--- config.mk ---
export PLATFORM = sky130hd
export DESIGN_NAME = s2e_sqrt_cell
export DESIGN_NICKNAME = d
export VERILOG_FILES = /design/src/assert_macros.svh /design/src/s2e_pkg.sv /design/src/s2e_sqrt_cell.sv
export SDC_FILE = /design/constraint.sdc
export NUM_CORES = 1
export LEC_CHECK = 0
export ABC_AREA = 1
export BUFFER_PORTS_ARGS = -buffer_cell sky130_fd_sc_hd__buf_2
export CAP_MARGIN = 20
export CORE_AREA = 2 2 285 287
export DETAILED_ROUTE_END_ITERATION = 8
export DIE_AREA = 0 0 287 289
export GPL_ROUTABILITY_DRIVEN = 0
export PLACE_DENSITY = 0.32
export RECOVER_POWER = 100
export SLEW_MARGIN = 20
export SYNTH_ARGS = -nofsm -noshare
export SYNTH_HDL_FRONTEND = slang
export SYNTH_SLANG_ARGS = --single-unit
--- constraint.sdc ---
create_clock -name clk -period 0.8 [get_ports clk]
set_input_delay 0.08 -clock clk [delete_from_list [all_inputs] [get_ports clk]]
set_output_delay 0.08 -clock clk [all_outputs]
set_load 0.005 [all_outputs]
--- src/assert_macros.svh ---
// assertion macros for the eigenvalue pipeline
`ifndef ASSERT_MACROS_SVH
`define ASSERT_MACROS_SVH
`ifndef SYNTHESIS
`define S2E_ASSERT(lbl, clk, rstn, prop) \
    lbl: assert property (@(posedge clk) disable iff (!rstn) (prop)) \
        else $error("assertion failed");
`define S2E_ASSERT_IMP(lbl, clk, rstn, ante, cons) \
    lbl: assert property (@(posedge clk) disable iff (!rstn) (ante) |-> (cons)) \
        else $error("assertion failed");
`else
`define S2E_ASSERT(lbl, clk, rstn, prop)
`define S2E_ASSERT_IMP(lbl, clk, rstn, ante, cons)
`endif
`endif

--- src/s2e_pkg.sv ---
`timescale 1ns / 1ps
package s2e_pkg;

    localparam int IN_WIDTH  = 32;
    localparam int OUT_WIDTH = 40;
    localparam int MAG_W     = IN_WIDTH + 1;
    localparam int RAD_W     = 2 * IN_WIDTH + 2;
    localparam int ROOT_W    = IN_WIDTH + 1;
    localparam int SREM_W    = ROOT_W + 3;
    localparam int DET_W     = 2 * IN_WIDTH;
    localparam int DREM_W    = ROOT_W + 1;
    localparam int CMP_W     = DET_W + OUT_WIDTH;

    typedef struct packed {
        logic signed [MAG_W:0] sm;
        logic [RAD_W-1:0]      rad;
        logic [SREM_W-1:0]     srem;
        logic [ROOT_W-1:0]     root;
        logic                  dneg;
        logic [DET_W-1:0]      num;
        logic                  smz;
        logic                  r1neg;
        logic [ROOT_W-1:0]     r1mag;
        logic [DREM_W-1:0]     drem;
        logic [DET_W-1:0]      quo;
    } item_t;

    function automatic logic [OUT_WIDTH-1:0] sat_out(input logic neg,
                                                     input logic [DET_W-1:0] mag);
        logic [CMP_W-1:0] lim;
        logic [CMP_W-1:0] m;
        logic [CMP_W-1:0] v;
        lim = CMP_W'(1) << (OUT_WIDTH - 1);
        m   = CMP_W'(mag);
        if (neg)
        begin
            v = (m > lim) ? lim : m;
            v = ~v + CMP_W'(1);
        end
        else
        begin
            v = (m > lim - CMP_W'(1)) ? lim - CMP_W'(1) : m;
        end
        return v[OUT_WIDTH-1:0];
    endfunction

endpackage

--- src/s2e_sqrt_cell.sv ---
`timescale 1ns / 1ps
module s2e_sqrt_cell
    import s2e_pkg::*;
(
    input  logic  clk,
    input  logic  rst_n,
    input  logic  in_valid,
    input  item_t in_item,
    output logic  out_valid,
    output item_t out_item
);

    logic  valid_reg;
    item_t item_reg;
    item_t item_next;
    logic [SREM_W-1:0] cur;
    logic [SREM_W-1:0] trial;

    always_comb
    begin
        item_next     = in_item;
        cur           = {in_item.srem[SREM_W-3:0], in_item.rad[RAD_W-1:RAD_W-2]};
        trial         = SREM_W'({in_item.root, 2'b01});
        item_next.rad = {in_item.rad[RAD_W-3:0], 2'b00};
        if (cur >= trial)
        begin
            item_next.srem = cur - trial;
            item_next.root = {in_item.root[ROOT_W-2:0], 1'b1};
        end
        else
        begin
            item_next.srem = cur;
            item_next.root = {in_item.root[ROOT_W-2:0], 1'b0};
        end
    end

    always_ff @(posedge clk or negedge rst_n)
    begin
        if (!rst_n)
            valid_reg <= 1'b0;
        else
            valid_reg <= in_valid;
    end

    always_ff @(posedge clk)
    begin
        item_reg <= item_next;
    end

    assign out_valid = valid_reg;
    assign out_item  = item_reg;

endmodule

* Word-level counts from Yosys, hierarchy flattened *
Index checks and enable logic that the tools add are counted.

cells by class
  add/sub/neg operators = 1
  multiplexer cells = 1
  magnitude comparators = 1

operators by type and width
  kind              count
  $mux W69          1
  $ge A36 B35 Y1    1
  $sub A36 B35 Y36  1

storage, ports and cells
  output and inout bits = 368
  bits in registers = 366

* Depth between registers and ports, before layout *
  depth after elaboration = 2
  gate-level depth with buffers = 16
  gate-level depth less buffers = 15

* Worst setup path before layout *
OpenSTA, ideal clock, no wires.

  kind = input to register
  start = input in_item[211] (netlist bit)
  end = register item_reg, in the netlist out_item[248]
  arrival = 1503 ps
  path slack = -815 ps
  stages = 14
  path through = inv_1 ha_1 nand2_2 inv_1 nand2_1 nand2_1 a21oi_1 nand3_2 nand3_2 nand2_2 buf_6 buf_12 nand2_2 nand2_1

RTL lines
  item                  RTL line             source
  from (decl)           s2e_sqrt_cell.sv:8   input item_t in_item,
  to (signal assigned)  s2e_sqrt_cell.sv:47  item_reg <= item_next;
  to (decl)             s2e_sqrt_cell.sv:14  item_t item_reg;

==> impl_metrics.yaml <==
routing:
  drc: 0
  drt_iter0_drc: 358
  dr.pass1.iters: 4
  viasPerCell: 3.46
  num_vias: 12100
  ant_nets: 0
  route.detailed.wl_per_inst_um: 23.2
  drt_wl_total_mm: 81.3
synth:
  yosysTopAreaCellShare_pct: 68.5
  synthCells: 1057
  synthArstFlopShare_pct: 0.273
  ys_types: 28
  synth_area_leader_cell: "dfxtp_1"
  synth_flop_cell: "dfxtp_1"
  synthTopCellsByArea: "dfxtp_1 (69%), nand2_1 (11%), inv_1 (4.9%), ha_1 (4.1%), nor2_1 (2.0%)"
  ys_seq_elements: 366
  synth-edff-count: 0
  synth_area_um2: 10700
  synth_common_cells: "dfxtp_1 (365), nand2_1 (311), inv_1 (138)"
  avgSynthCellArea_um2: 10.1
  yosysMostFrequentCell: "dfxtp_1"
  ys_warn_count: 0
  ys_seq_area_share_pct: 68.7
finish:
  syn_to_final_growth_pct: 142
  drive_above_1_share_pct: 61.1
  final_nets: 2789
  fill_cells: 8450
  final_cell_area_um2: 25800
  post-route-util_pct: 32.2
floorplan:
  fp.dieH_um: 289
  initial_core_util_pct: 13.3
  chipWidth_um: 287
  dieArea_um2: 82900
  ios: 738
  rows: 104
  fp.coreArea_um2: 79900
status:
  status: "finished, violations left"
  violations: "hold timing, setup timing"
timing:
  fin_ws_ps: -458
  hold_slack_ps: -301
  setup-violations-final: 403
  rsz0062_at_grt: "true"
  drv_slew: 0
  hold_violations: 7
  max_freq_ghz: 0.795
  layout_min_cycle_time_ps: 1260
  fin_crit_sh_pct: 157
clock_network:
  clk_pin_slew_worst_paths_ps: 60
  cts_buffers: 47
  root_buffer: "clkbuf_16"
  tritoncts: "yes"
  cts_num_sinks: 366
  clk_path_buf_depth: 3
  htreeDepth: 2
min_path:
  hold_path_depth: 3
  hp-start: "in_item[238]"
  min_to: "out_item[240]$_DFF_P_"
  hold_class: "in2reg"
power:
  p_total_mw: 54.3
  p_leak_nw: 12.2
  max-vdd-ir-drop_mv: 1.39
  p_per_area_nw_per_um2: 2110
worst_setup_path:
  critPathKind: "in2reg"
  critPathCaptureType: "flip-flop"
  start_kind: "input pin"
  crit_fanout: 7
  required_ps: 1270
  crit_arrival_ps: 1730
placement:
  io_buffers: 733
  hpwlAfterDp_mm: 67.5
  dpl_cell_area_um2: 17300
  dp_worst_setup_slack_ps: -1270
global_route:
  grt_max_degree: 14
  grt_pass1_vias: 12900
  grt_first_pass_wirelength_mm: 105
  antenna_found_initial: 38
  grt_overflow: 0
  grt_usage_pct: 18.6
run:
  maxCapViolCount: 0
-- metal layers --
layer  track usage, %  share of wire, %  vias to the layer above
li1                 -                 -                     5901
met1             22.4                41                     5638
met2             29.2                44                      460
met3             9.72                12                      114
met4             4.79               3.2                       18
met5                0              0.22                        -
-- worst max path at each step --
stage / slack [ps] / to / cells after the start / startpoint
after floorplan: -650 / out_item[249]$_DFF_P_ / 15 / in_item[254]
after global placement: -1280 / out_item[257]$_DFF_P_ / 15 / in_item[201]
after detailed placement: -1270 / out_item[256]$_DFF_P_ / 15 / in_item[201]
after CTS: -440 / out_item[4] / 1 / out_item[4]$_DFF_P_
after global routing: -530 / out_item[234]$_DFF_P_ / 15 / in_item[246]
final: -460 / out_item[246]$_DFF_P_ / 15 / in_item[246]
-- stage by stage --
| stage | cells | setup TNS, ps |
|---|---|---|
| finish | 3503 | -124000 |
| global placement | 2992 | -46370 |
| detailed placement | 2992 | -45760 |
| CTS | 3466 | -140230 |
| floorplan | 1058 | -23080 |
| global route | 3490 | -143310 |
-- worst max-delay path, stage by stage --
cell     delay (ps)
buf_8           110
ha_4            310
nand2_4          60
nor2_4          130
nand2_2          90
nor2_2          120
nand2_2          70
nand3_4         120
nand3_4          80
nand2_4         110
buf_6           130
inv_12           60
buf_12          150
nand2_2          50
nand2_1          50
-- report_power, final --
part           leakage [nW]  total, mW  internal (mW)  switching, mW
clock network         0.824       23.2           14.0           9.16
registers              3.10       20.3           19.7          0.634
logic                  8.29       10.8           6.01           4.80
-- cell families (layout without fill, tap and decap cells) --
logic type | after synthesis | in the layout | share of synthesized area [%]
other cells | 1 | 23 | 0.0352
xor+xnor | 19 | 19 | 1.56
compound gates | 42 | 42 | 2.12
buf+inv | 148 | 1512 | 5.70
simple gates | 446 | 446 | 17.7
flops | 366 | 366 | 68.7
fa+ha+maj | 35 | 35 | 4.11
-- placed cells by master, fill, tap and decap left out, types with 21 or more instances in the layout --
cell type	n
buf_2	445
dfxtp_1	122
clkbuf_1	32
inv_1	107
ha_4	33
dfxtp_2	234
clkbuf_16	47
buf_4	169
nand2_1	206
nor2_1	31
buf_6	248
dlygate4sd3_1	365
nand2_4	27
nand2_2	87
diode_2	21
-- state kept, by name, summed over array words and instances (netlist names) --
register   flops
out_item     365
out_valid      1
-- final cells by class --
cell class | instances | area (um2) | share of cell area, %
timing repair buffer | 1286 | 10600 | 41.0
inverter | 139 | 564 | 2.19
tap | 1060 | 1330 | 5.15
multi-input combinational | 544 | 3900 | 15.2
antenna | 21 | 52.6 | 0.204
sequential | 366 | 7660 | 29.7
clock inverter | 27 | 379 | 1.47
clock buffer | 60 | 1320 | 5.10
-- what timing repair did --
item                                   4_1_cts  5_1_grt
pin swaps                                   48       68
setup endpoints to repair                  403      403
endpoints found under the hold margin      366       11
hold buffers                               360        5
gates cloned                                 5        0
resized for setup                          659      254
buffers inserted                            23       11
(Power assumes the default switching activity.)
