[config.mk]
export PLATFORM = sky130hd
export DESIGN_NAME = s2e_div_cell
export DESIGN_NICKNAME = d
export VERILOG_FILES = /design/src/assert_macros.svh /design/src/s2e_pkg.sv /design/src/s2e_div_cell.sv
export SDC_FILE = /design/constraint.sdc
export NUM_CORES = 1
export LEC_CHECK = 0
export ABC_AREA = 0
export BUFFER_PORTS_ARGS = -buffer_cell sky130_fd_sc_hd__buf_2
export CAP_MARGIN = 30
export CORE_AREA = 2 2 287 289
export DETAILED_ROUTE_END_ITERATION = 7
export DIE_AREA = 0 0 289 291
export PLACE_DENSITY = 0.31
export SLEW_MARGIN = 10
export SYNTH_ARGS = -nofsm -noshare
export SYNTH_HDL_FRONTEND = slang
export SYNTH_SLANG_ARGS = --single-unit
[constraint.sdc]
create_clock -name clk -period 0.8 [get_ports clk]
set_input_delay 0.2 -clock clk [delete_from_list [all_inputs] [get_ports clk]]
set_output_delay 0.2 -clock clk [all_outputs]
set_load 0.03 [all_outputs]
[src/assert_macros.svh]
// assertion macros for the eigenvalue pipeline
`ifndef ASSERT_MACROS_SVH
`define ASSERT_MACROS_SVH
`ifndef SYNTHESIS
`define S2E_ASSERT(lbl, clk, rstn, prop) \
    lbl: assert property (@(posedge clk) disable iff (!rstn) (prop)) \
        else $error("assertion failed");
`define S2E_ASSERT_IMP(lbl, clk, rstn, ante, cons) \
    lbl: assert property (@(posedge clk) disable iff (!rstn) (ante) |-> (cons)) \
        else $error("assertion failed");
`else
`define S2E_ASSERT(lbl, clk, rstn, prop)
`define S2E_ASSERT_IMP(lbl, clk, rstn, ante, cons)
`endif
`endif

[src/s2e_pkg.sv]
`timescale 1ns / 1ps
package s2e_pkg;

    localparam int IN_WIDTH  = 32;
    localparam int OUT_WIDTH = 40;
    localparam int MAG_W     = IN_WIDTH + 1;
    localparam int RAD_W     = 2 * IN_WIDTH + 2;
    localparam int ROOT_W    = IN_WIDTH + 1;
    localparam int SREM_W    = ROOT_W + 3;
    localparam int DET_W     = 2 * IN_WIDTH;
    localparam int DREM_W    = ROOT_W + 1;
    localparam int CMP_W     = DET_W + OUT_WIDTH;

    typedef struct packed {
        logic signed [MAG_W:0] sm;
        logic [RAD_W-1:0]      rad;
        logic [SREM_W-1:0]     srem;
        logic [ROOT_W-1:0]     root;
        logic                  dneg;
        logic [DET_W-1:0]      num;
        logic                  smz;
        logic                  r1neg;
        logic [ROOT_W-1:0]     r1mag;
        logic [DREM_W-1:0]     drem;
        logic [DET_W-1:0]      quo;
    } item_t;

    function automatic logic [OUT_WIDTH-1:0] sat_out(input logic neg,
                                                     input logic [DET_W-1:0] mag);
        logic [CMP_W-1:0] lim;
        logic [CMP_W-1:0] m;
        logic [CMP_W-1:0] v;
        lim = CMP_W'(1) << (OUT_WIDTH - 1);
        m   = CMP_W'(mag);
        if (neg)
        begin
            v = (m > lim) ? lim : m;
            v = ~v + CMP_W'(1);
        end
        else
        begin
            v = (m > lim - CMP_W'(1)) ? lim - CMP_W'(1) : m;
        end
        return v[OUT_WIDTH-1:0];
    endfunction

endpackage

[src/s2e_div_cell.sv]
`timescale 1ns / 1ps
module s2e_div_cell
    import s2e_pkg::*;
(
    input  logic  clk,
    input  logic  rst_n,
    input  logic  in_valid,
    input  item_t in_item,
    output logic  out_valid,
    output item_t out_item
);

    logic  valid_reg;
    item_t item_reg;
    item_t item_next;
    logic [DREM_W-1:0] cur;
    logic [DREM_W-1:0] dvs;

    always_comb
    begin
        item_next     = in_item;
        cur           = {in_item.drem[DREM_W-2:0], in_item.num[DET_W-1]};
        dvs           = DREM_W'(in_item.r1mag);
        item_next.num = {in_item.num[DET_W-2:0], 1'b0};
        if (cur >= dvs)
        begin
            item_next.drem = cur - dvs;
            item_next.quo  = {in_item.quo[DET_W-2:0], 1'b1};
        end
        else
        begin
            item_next.drem = cur;
            item_next.quo  = {in_item.quo[DET_W-2:0], 1'b0};
        end
    end

    always_ff @(posedge clk or negedge rst_n)
    begin
        if (!rst_n)
            valid_reg <= 1'b0;
        else
            valid_reg <= in_valid;
    end

    always_ff @(posedge clk)
    begin
        item_reg <= item_next;
    end

    assign out_valid = valid_reg;
    assign out_item  = item_reg;

endmodule

---- After elaboration in Yosys (flattened, before gate mapping) ----
Index checks and enable logic that the tools add are counted.
W data, S select, Z words.
storage, ports and cells
  input port bits ......................... 370
  flip-flop bits (word level) ............. 367
  logic and storage cells ................. 15
  output and inout port bits .............. 368
cells by class
  multiplexer cells ....................... 1
  $add $sub $neg .......................... 1
  order comparisons ....................... 1
operators by type and width
  kind              number
  $mux W98          1
  $ge A34 B33 Y1    1
  $sub A34 B33 Y34  1

---- Longest topological paths before layout ----
  word-level depth ........................ 2
  mapped depth ............................ 13

---- Least setup slack after synthesis ----
OpenSTA, ideal clock, no wires.
  path type ............................... input to register
  start point ............................. in in_item[196] (netlist bit)
  end point ............................... reg item_reg, in the netlist out_item[74]
  library setup time ...................... 0.121 ns
  data required time ...................... 0.679 ns
  path buffers ............................ 1
  slack ................................... -1.706 ns
  stages on the path ...................... 12
  arrival time ............................ 2.385 ns
  path through ............................ inv_1 -> ha_1 -> inv_1 -> fa_1 -> a211oi_1 -> o21ai_0 -> o211ai_1 -> nand2_2 -> a221oi_4 -> o21ai_2 -> buf_6 -> mux2_4
RTL lines
  what                    RTL line            source
  start: declaration      s2e_div_cell.sv:8   input item_t in_item,
  end signal: assignment  s2e_div_cell.sv:47  item_reg <= item_next;
  end: declaration        s2e_div_cell.sv:14  item_t item_reg;

==> impl_metrics.csv <==
group,metric,value,unit
worst_setup_path,critPathLaunchType,"primary input",
timing,hold_violations,0,
timing,holdWs,0.0266,ns
logic_synthesis,avgSynthCellArea,13.3,um2
outcome,status,"complete, but fails checks",
worst_setup_path,arrival,2.46,ns
grt,antenna_found_initial,23,
drt,ant_nets,0,
power_and_ir_drop,power_density,2200,nW/um2
power_and_ir_drop,vdd_drop_max,1380,uV
outcome,violations,"setup timing",
worst_setup_path,crit_end,"out_item[74]",
cts,cts_buffer_depth,3,
floorplanning,ios,738,
logic_synthesis,yosys_warnings,0,
layout,final_common_cell,"dlygate4sd3_1",
grt,grtUsageTotal,13.7,%
drt,dr_wl_met2,31300,um
drt,post-route-drc-count,0,
power_and_ir_drop,p_leak,11.1,nW
timing,fmax,501,MHz
drt,vias_per_cell,3.36,
layout,layout-drive-gt1-share,68.9,%
logic_synthesis,syn_inst,727,
cts,clock_sinks,367,
floorplanning,initial_utilization,12.0,%
worst_setup_path,crit_required,1.26,ns
layout,finalInstanceArea,24500,um2
logic_synthesis,synthesis.area,9700,um2
worst_setup_path,crit_start,"in_item[116]",
layout,num-nets-final,2407,
logic_synthesis,ys_async_sr_fraction,0.272,%
drt,dr.first_iter.drc_count,213,
cts,cts_buffers,45,
drt,dr.pass1.iters,4,
logic_synthesis,synth_edf_count,0,
drt,wl_met3,4990,um
placed_design,gp_congestion,0.779,
run,maxCapViolCount,0,
logic_synthesis,yosys.cell_types.count,56,
floorplanning,die_area,84100,um2
floorplanning,die_x,289,um
timing,fin_ws,-1.20,ns
grt,first_global_vias,11700,
drt,wl_per_cell,19.3,um
grt,overflow,0,
floorplanning,core-area,81200,um2
grt,grt_pass1_wl,82100,um
floorplanning,fp.dieH,291,um
timing,final-max-slew-violation-count,0,
cts,root_buffer,"clkbuf_16",
grt,grt_max_degree,14,
logic_synthesis,synth_top_area_share,75.5,%
logic_synthesis,ys.flop_type,"dfxtp_1",
drt,wl_met1,21100,um
layout,nFillCells,8351,
floorplanning,num_rows,105,
cts,clk_pin_slew,0.06,ns
drt,top_layer,"met5",
drt,num_vias,10500,
logic_synthesis,ys_seq_area_share,75.8,%
layout,area_delta_synth_final,152,%
timing,final-setup-viol-count,402,
timing,rsz0062_at_grt,"true",
worst_setup_path,path_class,"primary input to register",
cts,htree_levels,2,
timing,min_period,2.00,ns
cts,cts_tree,"built",
logic_synthesis,synth_top_area_cell,"dfxtp_1",
logic_synthesis,netlist_top_cells_area,"dfxtp_1 76%, ha_1 4.3%, a21oi_1 3.0%, xnor2_1 1.8%, inv_1 1.5%",
worst_setup_path,path_max_fanout,13,
drt,drt_wl_total,60100,um
placed_design,post_dp_cell_area,16000,um2
min_path,hold_class,"primary input to register",
layout,final_cell_mix,"368 x dlygate4sd3_1, 364 x buf_2, 362 x dfxtp_2",
logic_synthesis,syn-num-nets,1131,
placed_design,hpwl,47400,um
timing,post-route-period-util,250,%
placed_design,place_ws,-1.88,ns
worst_setup_path,cp-end-kind,"register",
logic_synthesis,ys_ff_latch,367,
layout,finalCoreUtilization,30.2,%
placed_design,numPortBuffers,734,
## cells by family after synthesis
family / share of synthesized area (%)
fa+ha+maj: 4.46
simple gates: 4.55
compound gates: 9.00
xor+xnor: 2.62
flops: 75.8
other cells: 0.0386
buf+inv: 2.49
mux: 1.07
## stage by stage
| stage | std cells | total power [mW] | setup TNS (ns) |
|---|---|---|---|
| detailed placement | 2644 | 29.1 | -63.27 |
| global route | 3109 | 56.1 | -222.20 |
| floorplan | 727 | 24.7 | -48.44 |
| finish | 3116 | 53.8 | -197.89 |
| global placement | 2644 | 29.2 | -62.62 |
| CTS | 3097 | 54.7 | -217.15 |
## critical path: stages
cell and delay [ns]:
buf_2 0.18, inv_1 0.07, ha_1 0.33, and4_4 0.19, nand3_1 0.13, inv_1 0.06, a41o_1 0.24, a2111oi_4 0.41
o21ai_4 0.15, buf_12 0.19, mux2_4 0.29
## power by group
part / switching [mW] / internal, mW
combinational: 5.98 / 6.13
sequential: 0.704 / 19.8
clock: 8.65 / 12.5
total: 15.3 / 38.4
## synth_stat cells, types with 2 or more instances
master	instances
a211oi_1	5
a21o_1	14
a21oi_1	58
a221o_1	2
a31oi_1	2
a41o_1	2
and2_1	2
and3_1	6
and4_1	2
buf_6	3
clkbuf_1	12
dfxtp_1	366
ha_1	33
inv_1	40
mux2_2	3
mux2_4	4
nand2_1	25
nand3_1	7
nand4_1	6
nor2_1	38
nor3_1	5
o21a_1	5
o21ai_0	20
o21ai_1	4
o21bai_1	5
xnor2_1	20
xor2_1	9
## routing by layer
| layer | GRT usage (%) | vias up |
|---|---|---|
| met5 | 0 | - |
| met2 | 25.9 | 431 |
| met3 | 4.85 | 103 |
| li1 | - | 4992 |
| met4 | 4.79 | 14 |
| met1 | 13.6 | 4915 |
## how the worst min path moves through the flow
stage / from / end / slack, ns / cells past startpoint
6_report: in_item[78] / out_item[79] / 0.03 / 3
5_1_grt: in_item[78] / out_item[79] / 0.03 / 3
4_1_cts: in_item[98] / out_item[98] / -0.28 / 1
3_5_place_dp: rst_n / out_valid / -0.02 / 1
3_3_place_gp: rst_n / out_valid / -0.02 / 1
2_1_floorplan: rst_n / out_valid / -0.1 / 0
## state kept, by name, summed over array words and instances, names as in the netlist
signal	cells
out_valid	1
out_item	366
## timing repair
action / 4_1_cts / 5_1_grt
endpoints found under the setup margin: 402 / 402
hold buffers: 365 / 3
pin swaps: 9 / 12
endpoints found under the hold margin: 366 / 2
cloned: 2 / 0
resized for setup: 1150 / 33
buffers inserted: 8 / 5
## layout make-up
class / count / area (um2) / area share [%]
Inverter: 40 / 165 / 0.674
Clock inverter: 15 / 220 / 0.899
Multi-Input combinational cell: 303 / 2520 / 10.3
Antenna cell: 12 / 30.0 / 0.123
Tap cell: 1070 / 1340 / 5.47
Clock buffer: 63 / 1310 / 5.36
Timing Repair Buffer: 1246 / 11100 / 45.2
Sequential cell: 367 / 7820 / 31.9
(Power assumes the default switching activity.)
